===== src/rtl/kes_pkg.sv =====
`timescale 1ns / 1ps
// Shared types, fixed-point constants and table builders for the Kepler solver.
package kes_pkg;

  // Field and datapath widths.
  localparam int ECC_W      = 30;
  localparam int MA_W       = 32;
  localparam int ANG_W      = 39;
  localparam int ITER_W     = 6;
  localparam int TOL_W      = 16;
  localparam int RED_W      = 40;
  localparam int MUL_A_W    = 40;
  localparam int MUL_B_W    = 32;
  localparam int PROD_W     = MUL_A_W + MUL_B_W;
  localparam int TRIG_W     = 32;
  localparam int XY_W       = 43;
  localparam int Z_W        = 64;
  localparam int ED_W       = 40;
  localparam int DM_W       = 41;
  localparam int DEN_W      = 32;
  localparam int QB_W       = 39;
  localparam int Q_W        = QB_W + 1;
  localparam int TRIG_MAX   = 40;
  localparam int ATAN_IDX_W = 6;
  localparam int IN_DATA_W  = 64;
  localparam int OUT_DATA_W = 48;

  // Register indexes on the configuration channel.
  localparam logic CFG_TOLERANCE = 1'b0;
  localparam logic CFG_MAX_ITER  = 1'b1;

  localparam logic [TOL_W-1:0]  TOL_RESET   = 16'd107;
  localparam logic [ITER_W-1:0] ITER_RESET  = 6'd32;

  // Angle constants in units of 2^-30 degree, and the mean anomaly wrap in 2^-16.
  localparam longint ONE30     = 64'sd1 <<< 30;
  localparam longint DEG90     = 90 * ONE30;
  localparam longint DEG180    = 180 * ONE30;
  localparam longint DEG360    = 360 * ONE30;
  localparam longint FULL_M    = 360 * 65536;
  localparam longint HALF_M    = 180 * 65536;
  localparam longint E_MAX     = (64'sd1 <<< 38) - 1;
  localparam longint E_MIN     = -(64'sd1 <<< 38);
  localparam longint INV_GAIN  = 64'sd667681662976;
  localparam logic [Q_W-1:0] Q_CAP = Q_W'(64'd1 << 39);

  typedef longint atan_arr_t [TRIG_MAX];

  // Sequencer states of the solver.
  typedef enum logic [3:0] {
    S_IDLE, S_WRAP, S_WFIX, S_TPREP, S_TZ1, S_TZ2, S_TZ3, S_CORD,
    S_ED1, S_ED2, S_ED3, S_ED4, S_DEN1, S_DEN2, S_DIVW, S_OUT
  } state_t;

  // Unsigned shift-and-subtract quotient, used only while building tables.
  function automatic longint unsigned cdiv(input longint unsigned num,
                                           input longint unsigned dvs);
    longint unsigned quo;
    longint unsigned rem;
    quo = 0;
    rem = 0;
    for (int b = 63; b >= 0; b--) begin
      rem = {rem[62:0], num[b]};
      if (rem >= dvs) begin
        rem    = rem - dvs;
        quo[b] = 1'b1;
      end
    end
    return quo;
  endfunction

  // Arctangent of 2^-i in units of 2^-60 radian, by the alternating series.
  function automatic longint atan_inv_pow2(input int i);
    longint unsigned p;
    longint unsigned k;
    longint t;
    longint sum;
    p   = (64'd1 << 60) >> i;
    k   = 0;
    sum = 0;
    while (p != 0) begin
      t   = longint'(cdiv(p, 2 * k + 1));
      sum = k[0] ? sum - t : sum + t;
      p   = p >> (2 * i);
      k   = k + 1;
    end
    return sum;
  endfunction

  // Arctangent of 1/5 in units of 2^-60 radian.
  function automatic longint atan_inv5();
    longint unsigned p;
    longint unsigned k;
    longint t;
    longint sum;
    p   = (64'd1 << 60) / 5;
    k   = 0;
    sum = 0;
    while (p != 0) begin
      t   = longint'(cdiv(p, 2 * k + 1));
      sum = k[0] ? sum - t : sum + t;
      p   = cdiv(cdiv(p, 64'd5), 64'd5);
      k   = k + 1;
    end
    return sum;
  endfunction

  // Arctangent of 1/239 in units of 2^-60 radian.
  function automatic longint atan_inv239();
    longint unsigned p;
    longint unsigned k;
    longint t;
    longint sum;
    p   = (64'd1 << 60) / 239;
    k   = 0;
    sum = 0;
    while (p != 0) begin
      t   = longint'(cdiv(p, 2 * k + 1));
      sum = k[0] ? sum - t : sum + t;
      p   = cdiv(cdiv(p, 64'd239), 64'd239);
      k   = k + 1;
    end
    return sum;
  endfunction

  // Pi over four by Machin's formula, then the derived scale factors.
  localparam longint PI4      = 4 * atan_inv5() - atan_inv239();
  localparam longint PIQ      = 4 * PI4;
  localparam longint PIH      = PIQ >>> 30;
  localparam longint RAD_INT  = PIQ / DEG180;
  localparam longint RAD_FRAC = ((PIQ % DEG180) <<< 24) / DEG180;
  localparam longint K24      = ((64'sd180 <<< 54) + PIH / 2) / PIH;

  // Rotation angle table; entry zero is 45 degrees.
  function automatic atan_arr_t atan_table();
    atan_arr_t tab;
    for (int i = 0; i < TRIG_MAX; i++) begin
      if (i == 0) tab[i] = PI4;
      else        tab[i] = atan_inv_pow2(i);
    end
    return tab;
  endfunction

endpackage


===== src/rtl/kes_cordic.sv =====
`timescale 1ns / 1ps
// Iterative rotation CORDIC: one micro-rotation per cycle, gives sine and cosine.
module kes_cordic #(
  parameter int TRIG_STAGES = 32
) (
  input  logic                              clk,
  input  logic                              rst_n,
  input  logic                              start,
  input  logic signed [kes_pkg::Z_W-1:0]    z0,
  output logic                              done,
  output logic signed [kes_pkg::TRIG_W-1:0] sin_o,
  output logic signed [kes_pkg::TRIG_W-1:0] cos_o
);

  localparam kes_pkg::atan_arr_t ATAN_TAB = kes_pkg::atan_table();
  localparam logic [kes_pkg::ATAN_IDX_W-1:0] LAST = kes_pkg::ATAN_IDX_W'(TRIG_STAGES - 1);

  logic signed [kes_pkg::XY_W-1:0] x_r, x_nxt, y_r, y_nxt, xs, ys, xr, yr;
  logic signed [kes_pkg::Z_W-1:0]  z_r, z_nxt, atan_v;
  logic [kes_pkg::ATAN_IDX_W-1:0]  cnt_r, cnt_nxt;
  logic                            busy_r, busy_nxt, done_r, done_nxt;

  // One rotation step toward zero residual angle.
  always_comb begin
    x_nxt    = x_r;
    y_nxt    = y_r;
    z_nxt    = z_r;
    cnt_nxt  = cnt_r;
    busy_nxt = busy_r;
    done_nxt = 1'b0;
    xs       = x_r >>> cnt_r;
    ys       = y_r >>> cnt_r;
    atan_v   = ATAN_TAB[cnt_r];
    if (start) begin
      x_nxt    = kes_pkg::XY_W'(kes_pkg::INV_GAIN);
      y_nxt    = '0;
      z_nxt    = z0;
      cnt_nxt  = '0;
      busy_nxt = 1'b1;
    end else if (busy_r) begin
      if (z_r >= 0) begin
        x_nxt = x_r - ys;
        y_nxt = y_r + xs;
        z_nxt = z_r - atan_v;
      end else begin
        x_nxt = x_r + ys;
        y_nxt = y_r - xs;
        z_nxt = z_r + atan_v;
      end
      if (cnt_r == LAST) begin
        busy_nxt = 1'b0;
        done_nxt = 1'b1;
      end else begin
        cnt_nxt = cnt_r + 1'b1;
      end
    end
  end

  always_ff @(posedge clk) begin
    if (!rst_n) begin
      busy_r <= 1'b0;
      done_r <= 1'b0;
    end else begin
      busy_r <= busy_nxt;
      done_r <= done_nxt;
    end
    x_r   <= x_nxt;
    y_r   <= y_nxt;
    z_r   <= z_nxt;
    cnt_r <= cnt_nxt;
  end

  // Round half up to 2^-30 and clamp to the unit range.
  always_comb begin
    yr = (y_r + kes_pkg::XY_W'(512)) >>> 10;
    xr = (x_r + kes_pkg::XY_W'(512)) >>> 10;
    if (yr > kes_pkg::ONE30)       sin_o = kes_pkg::TRIG_W'(kes_pkg::ONE30);
    else if (yr < -kes_pkg::ONE30) sin_o = kes_pkg::TRIG_W'(-kes_pkg::ONE30);
    else                           sin_o = kes_pkg::TRIG_W'(yr);
    if (xr > kes_pkg::ONE30)       cos_o = kes_pkg::TRIG_W'(kes_pkg::ONE30);
    else if (xr < -kes_pkg::ONE30) cos_o = kes_pkg::TRIG_W'(-kes_pkg::ONE30);
    else                           cos_o = kes_pkg::TRIG_W'(xr);
  end

  assign done = done_r;

endmodule


===== config.mk =====
export PLATFORM = sky130hd
export DESIGN_NAME = kes_cordic
export DESIGN_NICKNAME = d
export VERILOG_FILES = /design/src/rtl/kes_pkg.sv /design/src/rtl/kes_cordic.sv
export SDC_FILE = /design/constraint.sdc
export NUM_CORES = 1
export LEC_CHECK = 0
export BUFFER_PORTS_ARGS = -buffer_cell sky130_fd_sc_hd__clkbuf_2
export CELL_PAD_IN_SITES_DETAIL_PLACEMENT = 0
export CELL_PAD_IN_SITES_GLOBAL_PLACEMENT = 1
export CORE_ASPECT_RATIO = 0.5
export CORE_MARGIN = 2
export CORE_UTILIZATION = 35
export CTS_BUF_LIST = sky130_fd_sc_hd__clkbuf_4
export CTS_CLUSTER_SIZE = 25
export DETAILED_ROUTE_END_ITERATION = 10
export GPL_TIMING_DRIVEN = 0
export PLACE_DENSITY_LB_ADDON = 0.1
export SLEW_MARGIN = 15
export SYNTH_ARGS = -nofsm -noshare
export SYNTH_HDL_FRONTEND = slang
export SYNTH_SLANG_ARGS = --single-unit

===== constraint.sdc =====
create_clock -name clk -period 23 [get_ports clk]
set_input_delay 1.15 -clock clk [delete_from_list [all_inputs] [get_ports clk]]
set_output_delay 1.15 -clock clk [all_outputs]
set_load 0.1 [all_outputs]

==> reports/metrics.cfg <==
[run_status]
status=finished clean

[route]
post-route-drc-count=0
wl_per_cell_um=36.0
detail-route-antenna-nets=0
drt-initial-drc-count=4388
via_per_inst=6.71
dr.pass1.iters=8
drt_wl_total_mm=170
vias=31800

[placed_design]
io_buffers=130
dp_hpwl_mm=136
dpl_cell_area_um2=29000
dpl.cell_count=4686
gp_congestion=1.14

[synth]
synth_enable_flop_cells=64
synth_cells=3522
yosys_warnings=0
synthTopCellsByArea=mux4_2 8.6%, ha_1 7.8%, edfxtp_1 7.1%
synth-seq-cells=158
yosysSeqAreaShare_pct=14.2
synth_top_area_share_pct=8.63
synth_flop_cell=dfxtp_1
ys_async_sr_fraction_pct=0
yosysUniqueCellTypes=93
synthesis.area_per_instance_um2=7.63
synth_top_cell_by_area=mux4_2
synth_nets=3760
syn_area_um2=26900

[setup_path]
path_buf_inv=7
worstSetupEndpointType=register
max_stage_delay_ps=1080
rr_startpoint=cnt_r[2]$_SDFFE_PP0P_
reg2reg_to=z_r[63]$_DFFE_PP_
crit_fanout=14
required_ps=23670
cp_top_family=buffers and inverters
start_kind=register
slowest_stage=clkbuf_1
r2r_cells=26
cp.arrival_ps=12630
rrSetupSlack_ps=11030
crit_type=reg2reg

[job]
maxCapViolCount=0

[floorplanning]
die_x_um=396
coreArea_um2=75600
die_h_um=200
die_area_um2=79200
io_pins=132
initial_utilization_pct=35.6
rows=71

[timing]
drv_slew=0
fin_crit_sh_pct=52.0
hold_viol=0
rsz0062_at_grt=no
tightest_slew_ps=1430
setup_tns_ps=0
fin_crit_ps=11970
max_slew_margin_pct=3.49
max_freq_mhz=83.6
skew_ps=55.2
setup_viol=0

[pwr]
power_w=0.00541
ir_worst_vdd_mv=0.228
powerDensity_nw_per_um2=184
p_leak_nw=11.6

[clock_tree]
cts_resized=0
cts_tree=done
ctsHoldBuffers=0
htree_levels=4
numCtsBuffers=17
cts_setup_buffers=0
insertion_delay_ps=930
cts-root-buf=clkbuf_4
clock_path_buffers=2
cts_sinks=158
path_clk_slew_ps=180

[final_layout]
layout.nets=3922
nFillCells=8113
most-common-layout-cells=377 x nand2_1, 291 x o21ai_0, 285 x nor2_1
drive_gt1_share_pct=12.2
design_area_um2=29400
multi_input_area_um2=21700
syn_to_final_growth_pct=9.26
final-seq-area_um2=3800
layout_commonest_cell=nand2_1
fin_cells=4735

[global_routing]
grt_max_degree=44
antenna_found_initial=18
overflow=0
grt_pass1_vias=29000
grt_use_total_pct=42.1
grt_pass1_wl_mm=232

[min_path]
hold_end=busy_r$_SDFF_PN0_
worst_hold_path_type=in2reg
hp-start=rst_n
whs_path_depth=2

worst max path at each step:
stage,startpoint,end,slack [ps],cells past startpoint
2_1_floorplan,cnt_r[0]$_SDFFE_PP0P_,z_r[63]$_DFFE_PP_,14930,33
3_3_place_gp,cnt_r[0]$_SDFFE_PP0P_,z_r[63]$_DFFE_PP_,11550,32
3_5_place_dp,cnt_r[2]$_SDFFE_PP0P_,z_r[63]$_DFFE_PP_,11580,26
4_1_cts,cnt_r[2]$_SDFFE_PP0P_,z_r[63]$_DFFE_PP_,11550,26
5_1_grt,cnt_r[2]$_SDFFE_PP0P_,z_r[63]$_DFFE_PP_,10780,31
6_report,cnt_r[2]$_SDFFE_PP0P_,z_r[63]$_DFFE_PP_,11030,26
through the flow:
step	setup slack, ps	util (%)	hold WS (ps)
after detailed placement	11580	38.3	513
after global placement	11550	38.1	513
after floorplan	14930	-	466
after global routing	10780	38.8	405
after CTS	11550	38.8	313
final	11030	38.8	446
worst reg2reg max path: stages, from the launching register on:
cell	delay [ps]
dfxtp_1	550
buf_2	350
inv_1	440
buf_1	820
clkbuf_1	1080
clkbuf_1	860
buf_1	740
ha_1	430
o221a_2	280
a2bb2oi_1	160
or3_1	440
or4_1	490
or2_2	380
o31ai_1	290
xnor2_1	110
ha_1	310
clkbuf_1	360
nand3_1	210
nor4_1	300
o21ai_0	350
a2111oi_0	820
o41ai_1	230
a2111oi_0	940
nor3_1	220
o21ai_0	320
xnor2_1	150
o21ai_0	90
cells in the mapped netlist, types with 30 or more instances:
cell type	n
xnor2_1	193
ha_1	168
buf_1	45
mux4_2	103
clkbuf_1	185
o211ai_1	30
nor4_1	34
o31ai_1	38
mux2i_1	119
o21ai_0	294
dfxtp_1	94
and3_1	42
nand2b_1	38
nand3_1	96
a31oi_1	46
buf_2	37
nor2_1	288
nor3_1	60
xor2_1	143
inv_1	71
nor2b_1	42
mux2_2	53
a21o_1	102
nand4_1	44
nand2_1	377
edfxtp_1	64
a21oi_1	250
o21a_1	40
where the power goes:
group,internal [W],total (W),switching [W]
clock,0.0000894,0.000229,0.000140
sequential,0.000437,0.000601,0.000163
combinational,0.00152,0.00458,0.00306
registers in the layout, indices dropped and copies added (netlist names):
| signal | count |
|---|---|
| y_r | 43 |
| busy_r | 1 |
| cnt_r | 6 |
| done | 1 |
| x_r | 43 |
| z_r | 64 |
kinds of logic (layout without fill, tap and decap cells):
group / count (synthesis) / after routing / share of synthesized area [%]
DFF: 158 / 158 / 14.2
AOI/OAI and AO/OA: 1098 / 1098 / 26.4
muxes: 277 / 277 / 15.4
adders and majority gates: 171 / 171 / 8.04
buffers and inverters: 351 / 526 / 5.26
xor gates and xnor gates: 336 / 336 / 10.9
other: 0 / 16 / 0
and+or+nand+nor: 1131 / 1131 / 19.8
layer usage:
layer  part of all wire [%]  track usage (%)
met3                     14             19.1
met4                    3.9             15.8
met1                     45             58.2
met2                     37             56.0
met5                   0.10             1.31
cell type report:
cell class	count	share of cell area, %
diodes	16	0.136
plain buffers	276	3.94
clock buffers	19	0.486
clock inverters	13	0.635
inverters	75	0.967
multi-input cells	3013	73.9
flip-flops and latches	158	13.0
well taps	1022	4.35
repair buffers	143	2.65
Power figures use the tool's default switching activity.
