### config.mk
export PLATFORM = sky130hd
export DESIGN_NAME = kes_div
export DESIGN_NICKNAME = d
export VERILOG_FILES = /design/src/rtl/kes_pkg.sv /design/src/rtl/kes_div.sv
export SDC_FILE = /design/constraint.sdc
export NUM_CORES = 1
export LEC_CHECK = 0
export ABC_AREA = 1
export ABC_CLOCK_PERIOD_IN_PS = 8100
export BUFFER_PORTS_ARGS = -buffer_cell sky130_fd_sc_hd__clkbuf_2
export CAP_MARGIN = 20
export CORE_MARGIN = 2
export CORE_UTILIZATION = 45
export DETAILED_ROUTE_END_ITERATION = 10
export GPL_TIMING_DRIVEN = 1
export PLACE_DENSITY_LB_ADDON = 0.1
export SYNTH_ARGS = -nofsm -noshare
export SYNTH_HDL_FRONTEND = slang
export SYNTH_SLANG_ARGS = --single-unit
### constraint.sdc
create_clock -name clk -period 8.1 [get_ports clk]
set_input_delay 0.81 -clock clk [delete_from_list [all_inputs] [get_ports clk]]
set_output_delay 0.81 -clock clk [all_outputs]
set_load 0.1 [all_outputs]
### src/rtl/kes_pkg.sv
`timescale 1ns / 1ps
// Shared types, fixed-point constants and table builders for the Kepler solver.
package kes_pkg;

  // Field and datapath widths.
  localparam int ECC_W      = 30;
  localparam int MA_W       = 32;
  localparam int ANG_W      = 39;
  localparam int ITER_W     = 6;
  localparam int TOL_W      = 16;
  localparam int RED_W      = 40;
  localparam int MUL_A_W    = 40;
  localparam int MUL_B_W    = 32;
  localparam int PROD_W     = MUL_A_W + MUL_B_W;
  localparam int TRIG_W     = 32;
  localparam int XY_W       = 43;
  localparam int Z_W        = 64;
  localparam int ED_W       = 40;
  localparam int DM_W       = 41;
  localparam int DEN_W      = 32;
  localparam int QB_W       = 39;
  localparam int Q_W        = QB_W + 1;
  localparam int TRIG_MAX   = 40;
  localparam int ATAN_IDX_W = 6;
  localparam int IN_DATA_W  = 64;
  localparam int OUT_DATA_W = 48;

  // Register indexes on the configuration channel.
  localparam logic CFG_TOLERANCE = 1'b0;
  localparam logic CFG_MAX_ITER  = 1'b1;

  localparam logic [TOL_W-1:0]  TOL_RESET   = 16'd107;
  localparam logic [ITER_W-1:0] ITER_RESET  = 6'd32;

  // Angle constants in units of 2^-30 degree, and the mean anomaly wrap in 2^-16.
  localparam longint ONE30     = 64'sd1 <<< 30;
  localparam longint DEG90     = 90 * ONE30;
  localparam longint DEG180    = 180 * ONE30;
  localparam longint DEG360    = 360 * ONE30;
  localparam longint FULL_M    = 360 * 65536;
  localparam longint HALF_M    = 180 * 65536;
  localparam longint E_MAX     = (64'sd1 <<< 38) - 1;
  localparam longint E_MIN     = -(64'sd1 <<< 38);
  localparam longint INV_GAIN  = 64'sd667681662976;
  localparam logic [Q_W-1:0] Q_CAP = Q_W'(64'd1 << 39);

  typedef longint atan_arr_t [TRIG_MAX];

  // Sequencer states of the solver.
  typedef enum logic [3:0] {
    S_IDLE, S_WRAP, S_WFIX, S_TPREP, S_TZ1, S_TZ2, S_TZ3, S_CORD,
    S_ED1, S_ED2, S_ED3, S_ED4, S_DEN1, S_DEN2, S_DIVW, S_OUT
  } state_t;

  // Unsigned shift-and-subtract quotient, used only while building tables.
  function automatic longint unsigned cdiv(input longint unsigned num,
                                           input longint unsigned dvs);
    longint unsigned quo;
    longint unsigned rem;
    quo = 0;
    rem = 0;
    for (int b = 63; b >= 0; b--) begin
      rem = {rem[62:0], num[b]};
      if (rem >= dvs) begin
        rem    = rem - dvs;
        quo[b] = 1'b1;
      end
    end
    return quo;
  endfunction

  // Arctangent of 2^-i in units of 2^-60 radian, by the alternating series.
  function automatic longint atan_inv_pow2(input int i);
    longint unsigned p;
    longint unsigned k;
    longint t;
    longint sum;
    p   = (64'd1 << 60) >> i;
    k   = 0;
    sum = 0;
    while (p != 0) begin
      t   = longint'(cdiv(p, 2 * k + 1));
      sum = k[0] ? sum - t : sum + t;
      p   = p >> (2 * i);
      k   = k + 1;
    end
    return sum;
  endfunction

  // Arctangent of 1/5 in units of 2^-60 radian.
  function automatic longint atan_inv5();
    longint unsigned p;
    longint unsigned k;
    longint t;
    longint sum;
    p   = (64'd1 << 60) / 5;
    k   = 0;
    sum = 0;
    while (p != 0) begin
      t   = longint'(cdiv(p, 2 * k + 1));
      sum = k[0] ? sum - t : sum + t;
      p   = cdiv(cdiv(p, 64'd5), 64'd5);
      k   = k + 1;
    end
    return sum;
  endfunction

  // Arctangent of 1/239 in units of 2^-60 radian.
  function automatic longint atan_inv239();
    longint unsigned p;
    longint unsigned k;
    longint t;
    longint sum;
    p   = (64'd1 << 60) / 239;
    k   = 0;
    sum = 0;
    while (p != 0) begin
      t   = longint'(cdiv(p, 2 * k + 1));
      sum = k[0] ? sum - t : sum + t;
      p   = cdiv(cdiv(p, 64'd239), 64'd239);
      k   = k + 1;
    end
    return sum;
  endfunction

  // Pi over four by Machin's formula, then the derived scale factors.
  localparam longint PI4      = 4 * atan_inv5() - atan_inv239();
  localparam longint PIQ      = 4 * PI4;
  localparam longint PIH      = PIQ >>> 30;
  localparam longint RAD_INT  = PIQ / DEG180;
  localparam longint RAD_FRAC = ((PIQ % DEG180) <<< 24) / DEG180;
  localparam longint K24      = ((64'sd180 <<< 54) + PIH / 2) / PIH;

  // Rotation angle table; entry zero is 45 degrees.
  function automatic atan_arr_t atan_table();
    atan_arr_t tab;
    for (int i = 0; i < TRIG_MAX; i++) begin
      if (i == 0) tab[i] = PI4;
      else        tab[i] = atan_inv_pow2(i);
    end
    return tab;
  endfunction

endpackage

### src/rtl/kes_div.sv
`timescale 1ns / 1ps
// Restoring divider for the Newton step: one quotient bit per cycle, capped at 2^39.
module kes_div (
  input  logic                           clk,
  input  logic                           rst_n,
  input  logic                           start,
  input  logic [kes_pkg::DM_W-1:0]       mag,
  input  logic [kes_pkg::DEN_W-1:0]      den,
  output logic                           done,
  output logic [kes_pkg::Q_W-1:0]        q
);

  localparam logic [kes_pkg::ATAN_IDX_W-1:0] LAST = kes_pkg::ATAN_IDX_W'(kes_pkg::QB_W - 1);

  logic [kes_pkg::DEN_W-1:0]      rem_r, rem_nxt, den_r, den_nxt;
  logic [kes_pkg::QB_W-1:0]       nb_r, nb_nxt, qa_r, qa_nxt;
  logic [kes_pkg::ATAN_IDX_W-1:0] cnt_r, cnt_nxt;
  logic                           busy_r, busy_nxt, done_r, done_nxt, cap_r, cap_nxt;
  logic [kes_pkg::DEN_W:0]        sh;

  // Remainder stays below the divisor, so each step is a 33-bit compare.
  always_comb begin
    rem_nxt  = rem_r;
    den_nxt  = den_r;
    nb_nxt   = nb_r;
    qa_nxt   = qa_r;
    cnt_nxt  = cnt_r;
    busy_nxt = busy_r;
    cap_nxt  = cap_r;
    done_nxt = 1'b0;
    sh       = {rem_r, nb_r[kes_pkg::QB_W-1]};
    if (start) begin
      den_nxt = den;
      if (mag >= {den, 9'b0}) begin
        cap_nxt  = 1'b1;
        done_nxt = 1'b1;
      end else begin
        cap_nxt  = 1'b0;
        rem_nxt  = kes_pkg::DEN_W'(mag >> 9);
        nb_nxt   = {mag[8:0], 30'b0};
        qa_nxt   = '0;
        cnt_nxt  = '0;
        busy_nxt = 1'b1;
      end
    end else if (busy_r) begin
      nb_nxt = {nb_r[kes_pkg::QB_W-2:0], 1'b0};
      if (sh >= {1'b0, den_r}) begin
        rem_nxt = kes_pkg::DEN_W'(sh - {1'b0, den_r});
        qa_nxt  = {qa_r[kes_pkg::QB_W-2:0], 1'b1};
      end else begin
        rem_nxt = sh[kes_pkg::DEN_W-1:0];
        qa_nxt  = {qa_r[kes_pkg::QB_W-2:0], 1'b0};
      end
      if (cnt_r == LAST) begin
        busy_nxt = 1'b0;
        done_nxt = 1'b1;
      end else begin
        cnt_nxt = cnt_r + 1'b1;
      end
    end
  end

  always_ff @(posedge clk) begin
    if (!rst_n) begin
      busy_r <= 1'b0;
      done_r <= 1'b0;
    end else begin
      busy_r <= busy_nxt;
      done_r <= done_nxt;
    end
    rem_r <= rem_nxt;
    den_r <= den_nxt;
    nb_r  <= nb_nxt;
    qa_r  <= qa_nxt;
    cnt_r <= cnt_nxt;
    cap_r <= cap_nxt;
  end

  assign done = done_r;
  assign q    = cap_r ? kes_pkg::Q_CAP : {1'b0, qa_r};

endmodule

==> run_results.csv, run 1 <==
group,metric,value,unit
pwr,clkPwrFrac,27.9,%
sta,clock_skew,11.0,ps
layout,drive_above_1_share,12.9,%
drt,drtAntennaViolNets,0,
critical_path,slowest_delay,830,ps
floorplanning,coreArea,19300,um2
critical_path,critPathRequiredTime,8210,ps
run,cap_violations,0,
clocking,post_cts_buffers,0,
critical_path,path_cells,"buf_4, buf_4, inv_1, buf_4, nand2_1, nand2_1, inv_1",
placement,place.gp.congestion,0.913,
layout,layout_common_cells,"nand2_1, inv_1, nor2_1",
synthesis,async_flop_share,0,%
synthesis,synthCells,1207,
layout,antenna_cells,0,
drt,viasPerCell,4.77,
floorplanning,rows,51,
placement,placed_cells,1566,
global_route,grt.overflow.total,0,
synthesis,ys.flop_type,"edfxtp_1",
clocking,post_cts_resized,0,
synthesis,synth_area,8810,um2
synthesis,yosysWarnings,0,
drt,routed_wl,22100,um
critical_path,path_buf_inv,5,
floorplanning,chipHeight,144,um
pwr,p_comb_share,39.3,%
synthesis,synth_edf_count,119,
sta,finalSetupTns,0,ps
layout,final_common_cell,"nand2_1",
drt,first_pass_iters,5,
clocking,clockBufferDepth,2,
critical_path,cpLargestDelayFamily,"buffers and inverters",
global_route,grt_pass1_wl,36100,um
clocking,clk_latency,420,ps
pwr,power.density,250,nW/um2
floorplanning,io_pins,117,
critical_path,arrival,3100,ps
clocking,clock_tree.root_cell,"clkbuf_16",
synthesis,synth.avg_cell_area,7.30,um2
drt,drt_iter0_drc,506,
pwr,power,0.00255,W
synthesis,seq_area_frac_synth,41.0,%
critical_path,critical_path.startpoint_type,"input port",
synthesis,synth-seq-cells,121,
sta,drv_slew,0,
pwr,seqPwrFrac,32.8,%
sta,final.period_utilization,37.0,%
clocking,cts_tree,"built",
drt,wl_per_cell,13.8,um
pwr,leakage,5.42,nW
drt,via_count,7626,
outcome,outcome,"complete, no violations",
critical_path,critical_path_class,"in2reg",
placement,io_buffer_count,116,
clocking,cts_inserted_buffers,17,
placement,hpwl,16800,um
layout,final_util,52.7,%
clocking,clkTransAtPathRegs,60,ps
floorplanning,initial_core_util,45.5,%
layout,syn_to_final_growth,15.6,%
critical_path,cp-end-kind,"flop",
synthesis,synth.distinct_cells,37,
sta,worstMarginPinSlew,1060,ps
sta,rsz0062_at_grt,"false",
pwr,p_sw_share,41.3,%
global_route,grt_pass1_vias,7292,
floorplanning,die_w,144,um
clocking,ctsHoldBuffers,0,
pwr,switching_power,0.00105,W
drt,drcViolationCount,0,
global_route,track_usage,22.4,%
sta,timing.fmax,334,MHz
global_route,antenna_found_initial,0,
synthesis,syn_nets,1350,
critical_path,cpMostUsedCell,"buf_4",
clocking,htreeDepth,4,
sta,maxSlewHeadroom,29.2,%
pwr,ir_drop,0.148,mV
layout,fin_cells,1598,
sta,setup_violations,0,
floorplanning,dieArea,20700,um2
sta,period_needed,2990,ps
layout,nets,1463,
critical_path,cp_slowest_cell,"buf_4",
hold_path,min_path_type,"reg2reg",
sta,hold_violations,0,
global_route,grt_max_degree,96,
clocking,cts.sinks,121,
pwr,p_int,0.00150,W
critical_path,cp_max_fo,95,
[worst min-delay path: cells and delay by family, from the launching register on]
kind,cells,cell delay (ps)
AND/OR/NAND/NOR,2,90
flip-flops,1,320
[layout make-up]
cell class                 count  area [um2]
clock inverter                14         115
multi-input combinational    821        4160
clock buffer                  18         429
tap                          265         332
fill                        1955        9150
sequential                   121        3610
timing repair buffer         120         633
inverter                     239         897
[through the flow]
step / area [um2] / hold WS (ps) / worst slack [ps]
2_1_floorplan: 8810 / 483 / 4100
3_3_place_gp: 9610 / 494 / 4540
3_5_place_dp: 9640 / 495 / 4610
4_1_cts: 10200 / 518 / 5050
5_1_grt: 10200 / 553 / 4770
6_report: 10200 / 514 / 5110
[state kept, by name, indices dropped and copies added (netlist names)]
name and flops:
done 1, qa_r 39, den_r 32, nb_r 9, cap_r 1, busy_r 1, cnt_r 6, rem_r 32
[cells by family after synthesis]
group	share of synthesized area [%]
AND/OR/NAND/NOR	32.7
buffers and inverters	11.8
flip-flops	41.0
adder cells (fa/ha/maj)	9.60
AO/OA/AOI/OAI	3.47
XOR/XNOR	1.39
[worst paths after layout]
| check | slack [ps] | end | from | depth (start not counted) |
|---|---|---|---|---|
| min reg2reg | 510 | nb_r[33]$_DFFE_PP_ | nb_r[32]$_DFFE_PP_ | 2 |
| max reg2reg | 5200 | rem_r[31]$_DFFE_PP_ | rem_r[27]$_DFFE_PP_ | 11 |
| max | 5110 | cnt_r[2]$_SDFFCE_PP0P_ | start | 7 |
| min | 510 | nb_r[33]$_DFFE_PP_ | nb_r[32]$_DFFE_PP_ | 2 |
[Yosys cell counts, types with 5 or more instances]
| cell | count | area (um2) |
|---|---|---|
| nand3_1 | 70 | 350 |
| inv_1 | 235 | 882 |
| and2_1 | 5 | 31.3 |
| xnor2_1 | 13 | 114 |
| nor2_1 | 142 | 533 |
| nand3b_1 | 27 | 203 |
| o21ai_0 | 9 | 45.0 |
| edfxtp_1 | 119 | 3570 |
| nor2_2 | 7 | 43.8 |
| a21oi_1 | 34 | 170 |
| ha_1 | 66 | 826 |
| nor3_1 | 6 | 30.0 |
| nand2_1 | 409 | 1540 |
| nand4_1 | 10 | 62.6 |
| clkbuf_1 | 14 | 52.6 |
[power groups by stage]
stage	logic [W]	clock network [W]	registers [W]
detailed placement	0.000995	0	0.000847
CTS	0.00100	0.000721	0.000835
finish	0.00100	0.000710	0.000835
floorplan	0.000774	0	0.000841
global route	0.00112	0.000742	0.000844
global placement	0.000986	0	0.000846
[routing by layer]
metal | vias to the layer above | global-route usage [%] | part of all wire, %
li1 | 3987 | - | -
met1 | 3468 | 32.1 | 49
met2 | 153 | 35.0 | 44
met3 | 18 | 4.03 | 5.1
met4 | 0 | 5.62 | 1.2
met5 | - | 0 | 0
(Power assumes the default switching activity.)
==> inputs of run 2 (changes only) <==
Settings changed: ABC_CLOCK_PERIOD_IN_PS 8100 to 2600.
Clock period 8.1 ns to 2.6 ns, I/O delays scaled along.
==> run_results.csv, run 2 (same netlist as run 1, synthesis figures left out) <==
group,metric,value,unit
global_route,antenna_found_initial,0,
layout,final_common_cell,"nand2_1",
floorplanning,chipHeight,144,um
placement,place_area,9760,um2
clocking,cts.sinks,121,
sta,finalSetupTns,0,ps
drt,via_count,7637,
floorplanning,die_w,144,um
critical_path,critPathRequiredTime,2770,ps
hold_path,min_path_type,"in2reg",
sta,clock_skew,8.76,ps
critical_path,slowest_delay,400,ps
global_route,grt_max_degree,68,
layout,final_util,53.8,%
clocking,clockBufferDepth,2,
drt,wl_per_cell,13.7,um
clocking,htreeDepth,4,
drt,drcViolationCount,0,
sta,rsz0062_at_grt,"false",
floorplanning,dieArea,20700,um2
sta,final.period_utilization,92.8,%
sta,holdWs,24.1,ps
clocking,clk_latency,420,ps
layout,syn_to_final_growth,18.1,%
critical_path,arrival,2590,ps
pwr,leakage,5.52,nW
clocking,ctsHoldBuffers,0,
drt,first_pass_iters,5,
layout,largest_reg_flops,39,
critical_path,cp-end-kind,"flop",
hold_path,hp-start,"den[18]",
sta,drv_slew,0,
critical_path,critical_path_class,"reg2reg",
layout,antenna_cells,0,
hold_path,hold_end,"den_r[18]$_DFFE_PP_",
critical_path,crit-reg2reg-capture,"rem_r[19]$_DFFE_PP_",
floorplanning,coreArea,19300,um2
critical_path,rrSetupSlack,190,ps
critical_path,path_buf_inv,1,
clocking,cts_tree,"built",
layout,drive_above_1_share,14.3,%
outcome,outcome,"complete, no violations",
critical_path,rr_startpoint,"rem_r[29]$_DFFE_PP_",
critical_path,critical_path.startpoint_type,"flop",
pwr,power.density,791,nW/um2
hold_path,whs_path_depth,1,
critical_path,path_cells,"ha_1, nand2_1, nor3_1, nand2_1, nor2_4, nor2_8, nand2_8, buf_4, nand2_1, nand3_1, nand2_1",
layout,largestRegisters,"qa_r: 39 flops, den_r: 32 flops, rem_r: 32 flops",
sta,timing.fmax,414,MHz
critical_path,cp_slowest_cell,"edfxtp_1",
layout,design_area,10400,um2
layout,nets,1474,
clocking,clock_tree.root_cell,"clkbuf_16",
critical_path,reg2reg_depth,11,
floorplanning,rows,51,
pwr,power,0.00823,W
placement,place.gp.congestion,0.923,
drt,drt_iter0_drc,351,
layout,layout_common_cells,"nand2_1, inv_1, nor2_1",
global_route,grt_pass1_wl,36200,um
layout,largest-register,"qa_r",
global_route,grt_pass1_vias,7354,
placement,hpwl,17000,um
sta,period_needed,2410,ps
global_route,track_usage,22.7,%
critical_path,cpMostUsedCell,"nand2_1",
run,cap_violations,0,
sta,maxSlewHeadroom,51.5,%
sta,setup_violations,0,
drt,routed_wl,22100,um
clocking,cts_inserted_buffers,17,
sta,hold_violations,0,
placement,io_buffer_count,116,
drt,drtAntennaViolNets,0,
floorplanning,initial_core_util,45.5,%
floorplanning,io_pins,117,
critical_path,cp_max_fo,17,
pwr,ir_drop,0.619,mV
critical_path,cpLargestDelayFamily,"simple AND/OR/NAND/NOR gates",
sta,worstMarginPinSlew,727,ps
drt,viasPerCell,4.75,
clocking,clkTransAtPathRegs,60,ps
global_route,grt.overflow.total,0,
run 2: cell types whose count changed in the layout (fill, tap and decap cells not counted), sizes merged:
cell	before	now
buf	5	16
bufinv	0	2
clkbuf	133	132
clkinv	4	6
clkinvlp	4	1
run 2: final cells by class:
type / count / area [um2]
clock buffer: 17 / 425
clock inverter: 15 / 164
fill: 1914 / 8930
inverter: 239 / 897
multi-input combinational: 821 / 4210
sequential: 121 / 3610
tap: 265 / 332
timing repair buffer: 131 / 762
run 2: stage by stage:
step / std cells / setup slack [ps]
2_1_floorplan: 1207 / 237
3_3_place_gp: 1577 / 133
3_5_place_dp: 1577 / 133
4_1_cts: 1609 / 115
5_1_grt: 1609 / 9.76
6_report: 1609 / 187
run 2: worst max path at each step:
stage | endpoint | cells after the start | from | slack (ps)
final | rem_r[19]$_DFFE_PP_ | 11 | rem_r[29]$_DFFE_PP_ | 190
after global routing | rem_r[18]$_DFFE_PP_ | 13 | rem_r[16]$_DFFE_PP_ | 10
after CTS | rem_r[19]$_DFFE_PP_ | 13 | rem_r[7]$_DFFE_PP_ | 120
after detailed placement | rem_r[19]$_DFFE_PP_ | 13 | rem_r[7]$_DFFE_PP_ | 130
after global placement | rem_r[21]$_DFFE_PP_ | 15 | rem_r[7]$_DFFE_PP_ | 130
after floorplan | q[29] | 3 | cap_r$_DFFE_PP_ | 240
run 2: where the power goes:
part | internal [W] | switching, W
combinational | 0.00100 | 0.00222
sequential | 0.00249 | 0.000108
clock | 0.00143 | 0.000973
run 2: repair_timing:
item | CTS | global route
endpoints found under the setup margin | 0 | 29
gates resized for setup | 0 | 12
hold endpoints to repair | 0 | 0
buffers inserted | 0 | 0
run 2: worst reg2reg max path, delay by kind of cell, from the launching register on:
| kind | cells | cell delay [ps] |
|---|---|---|
| AND/OR/NAND/NOR | 9 | 1190 |
| flip-flops | 1 | 400 |
| adder cells (fa/ha/maj) | 1 | 400 |
| buffers and inverters | 1 | 190 |
run 2: routing by layer:
metal	global-route usage [%]	part of all wire [%]
met5	0	0
met4	7.69	2.5
met3	5.63	5.5
met2	36.1	45
met1	30.2	48
